[config.mk]
export PLATFORM = sky130hd
export DESIGN_NAME = day_count_to_calendar_date_unit_flat
export DESIGN_NICKNAME = d
export VERILOG_FILES = /design/src/rtl/dcd_pkg.sv /design/src/rtl/dcd_if.sv /design/src/rtl/day_count_to_calendar_date_unit.sv /design/src/flat_wrapper.sv
export VERILOG_INCLUDE_DIRS = /design/src /design/src/rtl
export SDC_FILE = /design/constraint.sdc
export NUM_CORES = 1
export LEC_CHECK = 0
export ABC_AREA = 1
export BUFFER_PORTS_ARGS = -buffer_cell sky130_fd_sc_hd__buf_4
export CORE_MARGIN = 5
export CORE_UTILIZATION = 58
export CTS_CLUSTER_DIAMETER = 100
export CTS_CLUSTER_SIZE = 40
export DETAILED_ROUTE_END_ITERATION = 16
export PLACE_DENSITY = 0.77
export SETUP_SLACK_MARGIN = 0.2
export SLEW_MARGIN = 20
export SYNTH_ARGS = -nofsm -noshare
export SYNTH_HDL_FRONTEND = slang
export SYNTH_SLANG_ARGS = --single-unit
[constraint.sdc]
create_clock -name i_clk -period 11.1 [get_ports i_clk]
set_clock_uncertainty 0.15 [all_clocks]
set_input_delay 1.11 -clock i_clk [delete_from_list [all_inputs] [get_ports i_clk]]
set_output_delay 1.11 -clock i_clk [all_outputs]
set_load 0.1 [all_outputs]
[src/rtl/assert_macros.svh]
// Assertion macros shared by the day count to calendar date RTL.
// Depends on nothing; included by the files that carry assertions.
`ifndef ASSERT_MACROS_SVH
`define ASSERT_MACROS_SVH
`ifndef NO_ASSERTIONS
`define DCD_ASSERT(lbl, clk, rst_n, prop) \
    lbl: assert property (@(posedge clk) disable iff (!rst_n) prop) \
    else $error("assertion failed");
`define DCD_ASSERT_NEVER(lbl, clk, rst_n, cond) \
    lbl: assert property (@(posedge clk) disable iff (!rst_n) !(cond)) \
    else $error("forbidden condition seen");
`else
`define DCD_ASSERT(lbl, clk, rst_n, prop)
`define DCD_ASSERT_NEVER(lbl, clk, rst_n, cond)
`endif
`endif

[src/rtl/dcd_pkg.sv]
// Constants and helper functions for the day count to calendar date unit.
// Depends on nothing; used by the interfaces and the top level.
package dcd_pkg;

    localparam int YEAR_W  = 13;
    localparam int MONTH_W = 4;
    localparam int DOM_W   = 5;
    localparam int WDAY_W  = 3;
    localparam int Q400_W  = 7;
    localparam int DOY_W   = 9;
    localparam int WIDE_W  = 25;
    localparam int NUM_ST  = 7;

    localparam int DAYS_400Y = 400 * 365 + 97;
    localparam int DAYS_100Y = 100 * 365 + 24;
    localparam int DAYS_4Y   = 4 * 365 + 1;
    localparam int DAYS_YEAR = 365;
    localparam int DAYS_LEAP = 366;

    // floor(2^32 / DAYS_400Y) and floor(2^24 / DAYS_4Y).
    localparam int REC_400Y = 29398;
    localparam int REC_4Y   = 11483;

    localparam int EPOCH_YEAR    = 2000;
    localparam int EPOCH_WEEKDAY = 6;
    localparam int WEEKDAY_MAX   = 6;
    localparam int MONTH_FEB     = 2;
    localparam int FEB_LEAP_DAYS = 29;

    // Remainder by 7 through octal digit folding, since 8 is 1 modulo 7.
    function automatic logic [WDAY_W-1:0] mod7(input logic [26:0] x);
        logic [5:0] s;
        logic [3:0] t;
        logic [3:0] u;
        s = '0;
        for (int i = 0; i < 9; i++) begin
            s = s + 6'(x[3*i +: 3]);
        end
        t = 4'(s[5:3]) + 4'(s[2:0]);
        u = 4'(t[3]) + 4'(t[2:0]);
        if (u >= 4'd7) begin
            u = u - 4'd7;
        end
        return u[2:0];
    endfunction

    // Day of year on which month index m (0 is January) begins.
    function automatic logic [DOY_W-1:0] month_start(input logic [3:0] m, input logic leap);
        logic [DOY_W-1:0] base;
        case (m)
            4'd0:    base = 9'd0;
            4'd1:    base = 9'd31;
            4'd2:    base = 9'd59;
            4'd3:    base = 9'd90;
            4'd4:    base = 9'd120;
            4'd5:    base = 9'd151;
            4'd6:    base = 9'd181;
            4'd7:    base = 9'd212;
            4'd8:    base = 9'd243;
            4'd9:    base = 9'd273;
            4'd10:   base = 9'd304;
            4'd11:   base = 9'd334;
            default: base = 9'd0;
        endcase
        if (leap && m >= 4'd2) begin
            base = base + 9'd1;
        end
        return base;
    endfunction

endpackage

[src/rtl/dcd_if.sv]
// Valid/ready channels for day counts in and calendar dates out.
// Depends on dcd_pkg for the field widths.
interface dcd_in_if #(
    parameter int DAY_BITS = 20
) ();
    logic                valid;
    logic                ready;
    logic [DAY_BITS-1:0] day_index;

    modport source (output valid, output day_index, input ready);
    modport sink   (input valid, input day_index, output ready);
endinterface

interface dcd_out_if ();
    logic                        valid;
    logic                        ready;
    logic [dcd_pkg::YEAR_W-1:0]  year;
    logic [dcd_pkg::MONTH_W-1:0] month;
    logic [dcd_pkg::DOM_W-1:0]   day_of_month;
    logic [dcd_pkg::WDAY_W-1:0]  weekday;

    modport source (output valid, output year, output month, output day_of_month,
                    output weekday, input ready);
    modport sink   (input valid, input year, input month, input day_of_month,
                    input weekday, output ready);
endinterface

[src/rtl/day_count_to_calendar_date_unit.sv]
// Converts days since 2000-01-01 into Gregorian year, month, day and weekday.
// Throughput is one item per cycle; each pipeline stage holds its item on a
// stall and takes a new one whenever it or a later stage has room.
// Synchronous active-low reset empties the pipeline; payload is not reset.
// Depends on dcd_pkg, dcd_if and assert_macros.svh.
`include "assert_macros.svh"

module day_count_to_calendar_date_unit #(
    parameter int DAY_BITS = 20
) (
    input  logic      i_clk,
    input  logic      i_rst_n,
    dcd_in_if.sink    i_req,
    dcd_out_if.source o_rsp
);

    localparam int NS = dcd_pkg::NUM_ST;

    logic [NS-1:0] r_v;
    logic [NS-1:0] stg_rdy;

    // A stage can load when it is empty or its item moves on this cycle.
    always_comb begin
        stg_rdy[NS-1] = !r_v[NS-1] || o_rsp.ready;
        for (int k = NS - 2; k >= 0; k--) begin
            stg_rdy[k] = !r_v[k] || stg_rdy[k+1];
        end
    end

    assign i_req.ready = stg_rdy[0];

    always_ff @(posedge i_clk) begin
        if (!i_rst_n) begin
            r_v <= '0;
        end else begin
            if (stg_rdy[0]) begin
                r_v[0] <= i_req.valid;
            end
            for (int k = 1; k < NS; k++) begin
                if (stg_rdy[k]) begin
                    r_v[k] <= r_v[k-1];
                end
            end
        end
    end

    // Stage 1: estimate of the 400-year count (low by at most one), weekday.
    logic [DAY_BITS-1:0]             r1_d;
    logic [dcd_pkg::Q400_W-1:0]      r1_q;
    logic [dcd_pkg::WDAY_W-1:0]      r1_wd;
    logic [39:0]                     c1_prod;

    assign c1_prod = 40'(i_req.day_index) * 40'(dcd_pkg::REC_400Y);

    always_ff @(posedge i_clk) begin
        if (stg_rdy[0]) begin
            r1_d  <= i_req.day_index;
            r1_q  <= c1_prod[32 +: dcd_pkg::Q400_W];
            r1_wd <= dcd_pkg::mod7(27'(i_req.day_index) + 27'(dcd_pkg::EPOCH_WEEKDAY));
        end
    end

    // Stage 2: remainder within the 400-year cycle with one correction step.
    logic [dcd_pkg::WIDE_W-1:0] c2_rest;
    logic [dcd_pkg::Q400_W-1:0] r2_q;
    logic [17:0]                r2_r;
    logic [dcd_pkg::WDAY_W-1:0] r2_wd;

    assign c2_rest = dcd_pkg::WIDE_W'(r1_d)
                   - dcd_pkg::WIDE_W'(dcd_pkg::WIDE_W'(r1_q) *
                                      dcd_pkg::WIDE_W'(dcd_pkg::DAYS_400Y));

    always_ff @(posedge i_clk) begin
        if (stg_rdy[1]) begin
            if (c2_rest >= dcd_pkg::WIDE_W'(dcd_pkg::DAYS_400Y)) begin
                r2_q <= r1_q + 7'd1;
                r2_r <= 18'(c2_rest - dcd_pkg::WIDE_W'(dcd_pkg::DAYS_400Y));
            end else begin
                r2_q <= r1_q;
                r2_r <= 18'(c2_rest);
            end
            r2_wd <= r1_wd;
        end
    end

    // Stage 3: century within the cycle; only the first one opens with a leap year.
    logic [16:0]                c3_sub;
    logic [1:0]                 c3_cen;
    logic [15:0]                c3_rc;
    logic [15:0]                r3_rc;
    logic                       r3_cen0;
    logic [dcd_pkg::YEAR_W-1:0] r3_year;
    logic [dcd_pkg::WDAY_W-1:0] r3_wd;

    always_comb begin
        c3_sub = 17'(r2_r) - 17'(dcd_pkg::DAYS_100Y + 1);
        if (r2_r < 18'(dcd_pkg::DAYS_100Y + 1)) begin
            c3_cen = 2'd0;
            c3_rc  = 16'(r2_r);
        end else if (c3_sub >= 17'(2 * dcd_pkg::DAYS_100Y)) begin
            c3_cen = 2'd3;
            c3_rc  = 16'(c3_sub - 17'(2 * dcd_pkg::DAYS_100Y));
        end else if (c3_sub >= 17'(dcd_pkg::DAYS_100Y)) begin
            c3_cen = 2'd2;
            c3_rc  = 16'(c3_sub - 17'(dcd_pkg::DAYS_100Y));
        end else begin
            c3_cen = 2'd1;
            c3_rc  = 16'(c3_sub);
        end
    end

    always_ff @(posedge i_clk) begin
        if (stg_rdy[2]) begin
            r3_rc   <= c3_rc;
            r3_cen0 <= (c3_cen == 2'd0);
            r3_year <= 13'(dcd_pkg::EPOCH_YEAR)
                     + 13'(16'(r2_q) * 16'd400)
                     + 13'(9'(c3_cen) * 9'd100);
            r3_wd   <= r2_wd;
        end
    end

    // Stage 4: estimate of the 4-year block. In a later century the first block
    // is one day short, so the count is shifted up by one to line blocks up.
    logic [15:0]                c4_t;
    logic [31:0]                c4_prod;
    logic [15:0]                r4_t;
    logic [4:0]                 r4_q;
    logic                       r4_cen0;
    logic [dcd_pkg::YEAR_W-1:0] r4_year;
    logic [dcd_pkg::WDAY_W-1:0] r4_wd;

    assign c4_t    = r3_cen0 ? r3_rc : r3_rc + 16'd1;
    assign c4_prod = 32'(c4_t) * 32'(dcd_pkg::REC_4Y);

    always_ff @(posedge i_clk) begin
        if (stg_rdy[3]) begin
            r4_t    <= c4_t;
            r4_q    <= c4_prod[28:24];
            r4_cen0 <= r3_cen0;
            r4_year <= r3_year;
            r4_wd   <= r3_wd;
        end
    end

    // Stage 5: correct the block count and find the day within the block.
    logic [15:0]                c5_rest;
    logic [4:0]                 c5_q;
    logic [10:0]                c5_rem;
    logic                       c5_first_leap;
    logic [10:0]                r5_rem;
    logic                       r5_first_leap;
    logic [dcd_pkg::YEAR_W-1:0] r5_year;
    logic [dcd_pkg::WDAY_W-1:0] r5_wd;

    always_comb begin
        c5_rest = r4_t - 16'(16'(r4_q) * 16'(dcd_pkg::DAYS_4Y));
        if (c5_rest >= 16'(dcd_pkg::DAYS_4Y)) begin
            c5_q   = r4_q + 5'd1;
            c5_rem = 11'(c5_rest - 16'(dcd_pkg::DAYS_4Y));
        end else begin
            c5_q   = r4_q;
            c5_rem = 11'(c5_rest);
        end
        c5_first_leap = 1'b1;
        // The short first block of a later century: undo the shift by one.
        if (!r4_cen0 && c5_q == 5'd0) begin
            c5_rem        = 11'(r4_t) - 11'd1;
            c5_first_leap = 1'b0;
        end
    end

    always_ff @(posedge i_clk) begin
        if (stg_rdy[4]) begin
            r5_rem        <= c5_rem;
            r5_first_leap <= c5_first_leap;
            r5_year       <= r4_year + 13'({c5_q, 2'b00});
            r5_wd         <= r4_wd;
        end
    end

    // Stage 6: year within the block and day of year.
    logic [1:0]                 c6_yy;
    logic [dcd_pkg::DOY_W-1:0]  c6_doy;
    logic                       c6_leap;
    logic [dcd_pkg::DOY_W-1:0]  r6_doy;
    logic                       r6_leap;
    logic [dcd_pkg::YEAR_W-1:0] r6_year;
    logic [dcd_pkg::WDAY_W-1:0] r6_wd;

    localparam int L1 = dcd_pkg::DAYS_LEAP;
    localparam int L2 = dcd_pkg::DAYS_LEAP + dcd_pkg::DAYS_YEAR;
    localparam int L3 = dcd_pkg::DAYS_LEAP + 2 * dcd_pkg::DAYS_YEAR;
    localparam int N1 = dcd_pkg::DAYS_YEAR;
    localparam int N2 = 2 * dcd_pkg::DAYS_YEAR;
    localparam int N3 = 3 * dcd_pkg::DAYS_YEAR;

    always_comb begin
        c6_leap = 1'b0;
        if (r5_first_leap) begin
            if (r5_rem < 11'(L1)) begin
                c6_yy   = 2'd0;
                c6_doy  = 9'(r5_rem);
                c6_leap = 1'b1;
            end else if (r5_rem < 11'(L2)) begin
                c6_yy  = 2'd1;
                c6_doy = 9'(r5_rem - 11'(L1));
            end else if (r5_rem < 11'(L3)) begin
                c6_yy  = 2'd2;
                c6_doy = 9'(r5_rem - 11'(L2));
            end else begin
                c6_yy  = 2'd3;
                c6_doy = 9'(r5_rem - 11'(L3));
            end
        end else begin
            if (r5_rem < 11'(N1)) begin
                c6_yy  = 2'd0;
                c6_doy = 9'(r5_rem);
            end else if (r5_rem < 11'(N2)) begin
                c6_yy  = 2'd1;
                c6_doy = 9'(r5_rem - 11'(N1));
            end else if (r5_rem < 11'(N3)) begin
                c6_yy  = 2'd2;
                c6_doy = 9'(r5_rem - 11'(N2));
            end else begin
                c6_yy  = 2'd3;
                c6_doy = 9'(r5_rem - 11'(N3));
            end
        end
    end

    always_ff @(posedge i_clk) begin
        if (stg_rdy[5]) begin
            r6_doy  <= c6_doy;
            r6_leap <= c6_leap;
            r6_year <= r5_year + 13'(c6_yy);
            r6_wd   <= r5_wd;
        end
    end

    // Stage 7: month by comparing against the month start days, then day of month.
    logic [3:0]                  c7_m;
    logic [dcd_pkg::DOY_W-1:0]   c7_start;
    logic [dcd_pkg::YEAR_W-1:0]  r7_year;
    logic [dcd_pkg::MONTH_W-1:0] r7_month;
    logic [dcd_pkg::DOM_W-1:0]   r7_dom;
    logic [dcd_pkg::WDAY_W-1:0]  r7_wd;

    always_comb begin
        c7_m = 4'd0;
        for (int k = 1; k < 12; k++) begin
            if (r6_doy >= dcd_pkg::month_start(4'(k), r6_leap)) begin
                c7_m = 4'(k);
            end
        end
        c7_start = dcd_pkg::month_start(c7_m, r6_leap);
    end

    always_ff @(posedge i_clk) begin
        if (stg_rdy[6]) begin
            r7_year  <= r6_year;
            r7_month <= c7_m + 4'd1;
            r7_dom   <= 5'(r6_doy - c7_start + 9'd1);
            r7_wd    <= r6_wd;
        end
    end

    assign o_rsp.valid        = r_v[NS-1];
    assign o_rsp.year         = r7_year;
    assign o_rsp.month        = r7_month;
    assign o_rsp.day_of_month = r7_dom;
    assign o_rsp.weekday      = r7_wd;

    `DCD_ASSERT(a_accept_enters, i_clk, i_rst_n, i_req.valid && i_req.ready |=> r_v[0])
    `DCD_ASSERT(a_cycle_rem, i_clk, i_rst_n, r_v[1] |-> r2_r < 18'(dcd_pkg::DAYS_400Y))
    `DCD_ASSERT(a_month_range, i_clk, i_rst_n,
                o_rsp.valid |-> (o_rsp.month >= 4'd1 && o_rsp.month <= 4'd12))
    `DCD_ASSERT(a_feb_len, i_clk, i_rst_n,
                o_rsp.valid && o_rsp.month == 4'(dcd_pkg::MONTH_FEB)
                |-> o_rsp.day_of_month <= 5'(dcd_pkg::FEB_LEAP_DAYS))
    `DCD_ASSERT_NEVER(a_dom_zero, i_clk, i_rst_n, o_rsp.valid && o_rsp.day_of_month == 5'd0)
    `DCD_ASSERT_NEVER(a_wday_range, i_clk, i_rst_n,
                      o_rsp.valid && o_rsp.weekday > 3'(dcd_pkg::WEEKDAY_MAX))

endmodule
[src/flat_wrapper.sv]
// flat-port wrapper written by rule: the top's interface ports become plain ports
module day_count_to_calendar_date_unit_flat 
#(
    parameter int DAY_BITS = 20
)
  (i_clk, i_rst_n, i_req_valid, i_req_day_index, i_req_ready, o_rsp_valid, o_rsp_year, o_rsp_month, o_rsp_day_of_month, o_rsp_weekday, o_rsp_ready);
  dcd_in_if #(.DAY_BITS(DAY_BITS)) i_req_i ();
  dcd_out_if o_rsp_i ();
  input  logic i_clk;
  input  logic i_rst_n;
  input wire logic [$bits(i_req_i.valid)-1:0] i_req_valid;
  input wire logic [$bits(i_req_i.day_index)-1:0] i_req_day_index;
  output wire logic [$bits(i_req_i.ready)-1:0] i_req_ready;
  output wire logic [$bits(o_rsp_i.valid)-1:0] o_rsp_valid;
  output wire logic [$bits(o_rsp_i.year)-1:0] o_rsp_year;
  output wire logic [$bits(o_rsp_i.month)-1:0] o_rsp_month;
  output wire logic [$bits(o_rsp_i.day_of_month)-1:0] o_rsp_day_of_month;
  output wire logic [$bits(o_rsp_i.weekday)-1:0] o_rsp_weekday;
  input wire logic [$bits(o_rsp_i.ready)-1:0] o_rsp_ready;
  assign i_req_i.valid = i_req_valid;
  assign i_req_i.day_index = i_req_day_index;
  assign i_req_ready = i_req_i.ready;
  assign o_rsp_valid = o_rsp_i.valid;
  assign o_rsp_year = o_rsp_i.year;
  assign o_rsp_month = o_rsp_i.month;
  assign o_rsp_day_of_month = o_rsp_i.day_of_month;
  assign o_rsp_weekday = o_rsp_i.weekday;
  assign o_rsp_i.ready = o_rsp_ready;
  day_count_to_calendar_date_unit #(.DAY_BITS(DAY_BITS)) u_core (.i_clk(i_clk), .i_rst_n(i_rst_n), .i_req(i_req_i), .o_rsp(o_rsp_i));
endmodule
==> out/metrics.yaml, run 1 <==
synth-xor-area-share_pct: 5.36
yosys.area_share.simple_pct: 17.6
yosys_most_used_dff: "edfxtp_1"
antenna_cells: 0
setup_violations: 0
synthAdderAreaFrac_pct: 38.1
yosys_warnings: 0
syn-num-nets: 3806
relSlewSlack_pct: 31.1
maxCapViolCount: 0
min_path_cells: 0
start_util_pct: 58.6
grt_pass1_vias: 20561
dp_hpwl_um: 49300
drt_iter0_drc: 1477
die_x_um: 224
arrival_ns: 7.29
timing.final.crit_share_pct: 64.9
drv_slew: 0
startpoint_type: "register"
dieArea_um2: 50200
dr_wl_met3_um: 2900
cts_buffers: 12
cts_tree: "done"
die_h_um: 224
drt-met1-wl_um: 25700
top_layer: "met4"
fin_tns_setup_ns: 0
n_fill_cell: 3802
postCtsSetupRepairBufs: 0
drive_gt1_share_pct: 4.39
grt_pass1_wl_um: 99800
hold_path_class: "reg2reg"
ys_seq_elements: 202
dpl_cell_area_um2: 27600
async_flop_share_pct: 0
nets: 3849
pin_count: 51
core_area_um2: 45400
syn-instance-count: 3118
clock-sinks: 202
layout_min_cycle_time_ns: 7.20
clkTransAtPathRegs_ns: 0.13
yosysSeqAreaShare_pct: 22.5
cts_resized: 0
port-buffer-count: 50
path_class: "reg2reg"
ys_top_cells_by_area: "edfxtp_1 (22%), ha_1 (20%), fa_1 (18%), inv_1 (9.9%), nand2_1 (8.8%)"
avgSynthCellArea_um2: 8.53
firstDrtPassIters: 5
dr_wl_met2_um: 29200
synth_edf_count: 195
synth_top_family_by_area: "adder cells"
row_count: 78
multi_input_area_um2: 17800
worst_slew_pin_slew_ns: 1.03
cts.path.max_buffers: 3
cts_root_buffer: "clkbuf_16"
fmax_mhz: 139
yosys.area.top_type: "edfxtp_1"
critical_path_required_ns: 11.19
wl_um: 58900
synth_mux_area_share_pct: 0.0424
place.gp.congestion: 0.915
rsz0062_at_grt: "false"
areaGrowthSynthToFinish_pct: 5.65
worstPathMaxFanout: 7
drc_errors: 0
final-seq-area_um2: 6000
r2r_cells: 27
synthDistinctLibCells: 60
synth_top_area_share_pct: 22.0
antenna_found_initial: 0
grt_max_degree: 41
overflow: 0
hold_viol: 0
viasPerCell: 5.38
fin_area_um2: 28100
wl_per_cell_um: 15.6
synth_area_um2: 26600
postCtsHoldBufs: 0
clkLatencyLatePin_ns: 0.51
route.antenna.remaining_nets: 0
synth_compound_area_share_pct: 5.76
dr_total_vias: 20261
status: "finished, final reports clean"
htree_levels: 1
endpoint_kind: "register"
grt_use_total_pct: 23.7
-- path summary, 6_finish.rpt --
check                   from         endpoint  slack [ns]
min          u_core.r2_wd[1]  u_core.r3_wd[1]        0.27
min reg2reg  u_core.r2_wd[1]  u_core.r3_wd[1]        0.27
max           u_core.r3_cen0   u_core.r4_q[3]        3.90
max reg2reg   u_core.r3_cen0   u_core.r4_q[3]        3.90
-- metal layers --
layer / track usage [%] / vias to the layer above
li1: - / 9972
met4: 4.72 / 0
met3: 1.74 / 79
met2: 42.1 / 561
met1: 32.1 / 9649
met5: 0 / -
-- worst max-delay path, cell delays in order (launching register included) --
cell	delay, ns
edfxtp_1	0.47
inv_1	0.13
nand2_1	0.07
nor2_1	0.19
nand2_1	0.12
nor3_1	0.41
nand2_1	0.12
xor2_1	0.71
ha_1	0.38
inv_1	0.08
fa_1	0.45
fa_1	0.52
inv_1	0.05
fa_1	0.46
fa_1	0.54
inv_1	0.05
fa_1	0.49
inv_1	0.04
ha_1	0.33
a21oi_1	0.24
o21ai_0	0.13
nand4_1	0.10
nand3_1	0.07
a21oi_1	0.15
nor2_1	0.05
o21ai_0	0.18
nand2_1	0.09
xor2_1	0.15
-- cell usage after synthesis, types with 4 or more instances --
library cell,number
a211oi_1,5
ha_1,420
o21ai_0,83
xnor2_1,32
a21oi_2,5
buf_4,4
o211ai_1,6
nand4_1,32
nor4_1,7
nand3b_1,14
nor3_1,30
nand2_2,23
nand3_1,157
o21a_1,5
or2_2,6
dfxtp_1,7
o21bai_1,5
inv_2,8
clkbuf_1,5
buf_2,12
edfxtp_1,195
a221oi_1,4
xor2_1,127
nor2_1,167
buf_6,4
nand2_1,624
fa_1,244
nor2_4,5
a21oi_1,122
inv_1,699
a31oi_1,4
a21o_1,5
-- cells by family after synthesis --
family | Yosys count
AND/OR/NAND/NOR | 1086
buffers and inverters | 734
adder cells (fa/ha/maj) | 664
AO/OA/AOI/OAI | 270
flip-flops | 202
XOR/XNOR | 161
multiplexers | 1
-- metrics by stage --
step / utilization, % / hold WS [ns] / setup WS [ns] / instances
finish: 61.9 / 0.273 / 3.90 / 3767
CTS: 61.9 / 0.262 / 3.99 / 3767
floorplan: - / 0.250 / 3.83 / 3118
global route: 61.9 / 0.277 / 3.40 / 3767
global placement: 60.8 / 0.251 / 4.14 / 3747
detailed placement: 60.8 / 0.255 / 3.83 / 3747
-- cell usage in the layout, fill, tap and decap left out, drive strengths merged, types with 14 or more instances in the layout --
cell and count:
ha 420, nor3 33, nand3 160, xor2 129
a21oi 127, o21ai 88, inv 708, buf 54
fa 244, nor2 175, nand2 649, xnor2 32
nand4 33, edfxtp 195, nand3b 14
-- final cells by class --
| cell class | instances | area share (%) |
|---|---|---|
| clock inverters | 7 | 0.624 |
| repair buffers | 54 | 1.44 |
| flip-flops and latches | 202 | 21.3 |
| clock buffers | 13 | 1.16 |
| inverters | 709 | 9.47 |
| multi-input cells | 2182 | 63.3 |
| well taps | 600 | 2.67 |
-- sequential cells by signal (all words and copies together) (netlist names), 4 cells and up --
| register | count |
|---|---|
| u_core.o_rsp.day_of_month | 5 |
| u_core.r6_doy | 9 |
| u_core.r5_year | 11 |
| u_core.r6_year | 13 |
| u_core.r2_r | 18 |
| u_core.r1_d | 20 |
| u_core.r4_year | 11 |
| u_core.o_rsp.year | 13 |
| u_core.r4_q | 5 |
| u_core.r3_rc | 16 |
| u_core.r3_year | 11 |
| u_core.o_rsp.month | 4 |
| u_core.r2_q | 4 |
| u_core.r_v | 7 |
| u_core.r4_t | 16 |
| u_core.r5_rem | 11 |
Power of run 1 is left out: the tool's default activity adds up to more than one toggle a clock period on the data nets, which glitch-free logic cannot reach.
==> inputs of run 2 (changes only) <==
clock period = 6.95 ns   (was 11.1 ns; I/O delays follow)
==> out/metrics.yaml, run 2 (synthesis results as in run 1) <==
top_layer: "met4"
grt_use_total_pct: 23.2
timing.final.crit_share_pct: 93.5
largest_register_ffs: 20
antenna_found_initial: 0
drt-met1-wl_um: 24400
row_count: 78
hold_viol: 0
layout_min_cycle_time_ns: 6.50
maxCapViolCount: 0
rsz0062_at_grt: "true"
dieArea_um2: 50200
top_register: "u_core.r1_d"
r2r-start: "u_core.r3_cen0"
dr_wl_met2_um: 29800
final_cell_mix: "inv_1 (695), nand2_1 (622), ha_1 (419)"
htree_levels: 1
fmax_mhz: 154
postCtsHoldBufs: 0
cts_root_buffer: "clkbuf_16"
die_h_um: 224
worstPathMaxFanout: 5
grt_pass1_vias: 20962
startpoint_type: "register"
wl_um: 58400
overflow: 0
critical_path_required_ns: 7.04
status: "finished, final reports clean"
areaGrowthSynthToFinish_pct: 6.41
dr_wl_met3_um: 2350
wl_per_cell_um: 15.4
r2r_cells: 28
cts.path.max_buffers: 3
pin_count: 51
route.antenna.remaining_nets: 0
grt_pass1_wl_um: 98100
setup_violations: 0
start_util_pct: 58.6
place.gp.congestion: 0.945
firstDrtPassIters: 6
port-buffer-count: 50
drv_slew: 0
viasPerCell: 5.38
worst-r2r-setup-slack_ns: 0.45
cts_tree: "done"
drc_errors: 0
arrival_ns: 6.58
fin_tns_setup_ns: 0
final_common_cell: "inv_1"
nets: 3869
grt_max_degree: 41
relSlewSlack_pct: 29.3
crit_end: "u_core.r4_q[1]"
cts_buffers: 12
drive_gt1_share_pct: 5.49
r2r-end: "u_core.r4_q[1]"
core_area_um2: 45400
antenna_cells: 0
endpoint_kind: "register"
slowest_stage: "fa_1"
clkLatencyLatePin_ns: 0.52
path_class: "reg2reg"
clkTransAtPathRegs_ns: 0.12
dr_total_vias: 20379
dp_hpwl_um: 49400
reg_top3: "u_core.r1_d x20, u_core.r2_r x18"
die_x_um: 224
worst_slew_pin_slew_ns: 1.06
drt_iter0_drc: 1289
cpPeakStageDelay_ns: 0.53
critPathLaunch: "u_core.r3_cen0"
clock-sinks: 202
hold_path_class: "in2reg"
==> run 2: changes by cell type in the layout (fill, tap and decap cells not counted), moves of 3 or more <==
cell	previous run	this run
xor2_1	127	124
inv_16	0	3
buf_4	54	74
xor2_2	2	5
inv_1	699	695
inv_2	8	12
clkinv_16	5	1
==> run 2: cell type report <==
type | instances | area (um2)
Multi-Input combinational cell | 2182 | 17900
Clock inverter | 7 | 153
Clock buffer | 13 | 325
Sequential cell | 202 | 6000
Inverter | 709 | 2660
Tap cell | 600 | 751
Fill cell | 3901 | 17100
Timing Repair Buffer | 74 | 556
==> run 2: metrics by stage <==
stage	cell area [um2]	hold WS [ns]	utilization, %	instances	setup slack (ns)
after floorplan	26600	0.250	-	3118	0.426
after global placement	27700	0.252	61.1	3763	0.363
after detailed placement	27700	0.255	61.1	3763	0.234
after CTS	28200	0.237	62.1	3783	0.236
after global routing	28300	0.262	62.3	3787	0.0787
final	28300	0.256	62.3	3787	0.451
==> run 2: worst min-delay path by stage <==
| stage | start | to | slack [ns] | cells after the start |
|---|---|---|---|---|
| floorplan | u_core.r6_wd[0] | u_core.o_rsp.weekday[0] | 0.25 | 0 |
| global placement | u_core.r5_year[3] | u_core.r6_year[3] | 0.25 | 0 |
| detailed placement | u_core.r3_year[6] | u_core.r4_year[6] | 0.25 | 0 |
| CTS | i_rst_n | u_core.r_v[1] | 0.24 | 2 |
| global route | i_rst_n | u_core.r_v[1] | 0.26 | 2 |
| finish | i_rst_n | u_core.r_v[1] | 0.26 | 2 |
==> run 2: repair_timing <==
item / CTS / global route
buffers inserted: 0 / 4
setup endpoints to repair: 0 / 5
resized for setup: 0 / 18
==> run 2: metal layers <==
metal | track usage (%) | up-vias
met5 | 0 | -
met4 | 6.52 | 0
met3 | 2.18 | 138
met2 | 42.6 | 518
met1 | 29.3 | 9706
li1 | - | 10017
==> run 2: worst max-delay path: cells and delay by family, from the launching register on <==
family / cells / cell delay, ns
compound gates: 4 / 0.64
simple gates: 9 / 1.23
xor+xnor: 2 / 0.34
buf+inv: 6 / 0.48
fa+ha+maj: 7 / 2.95
flops: 1 / 0.46
Power of run 2 is left out for the same reason.
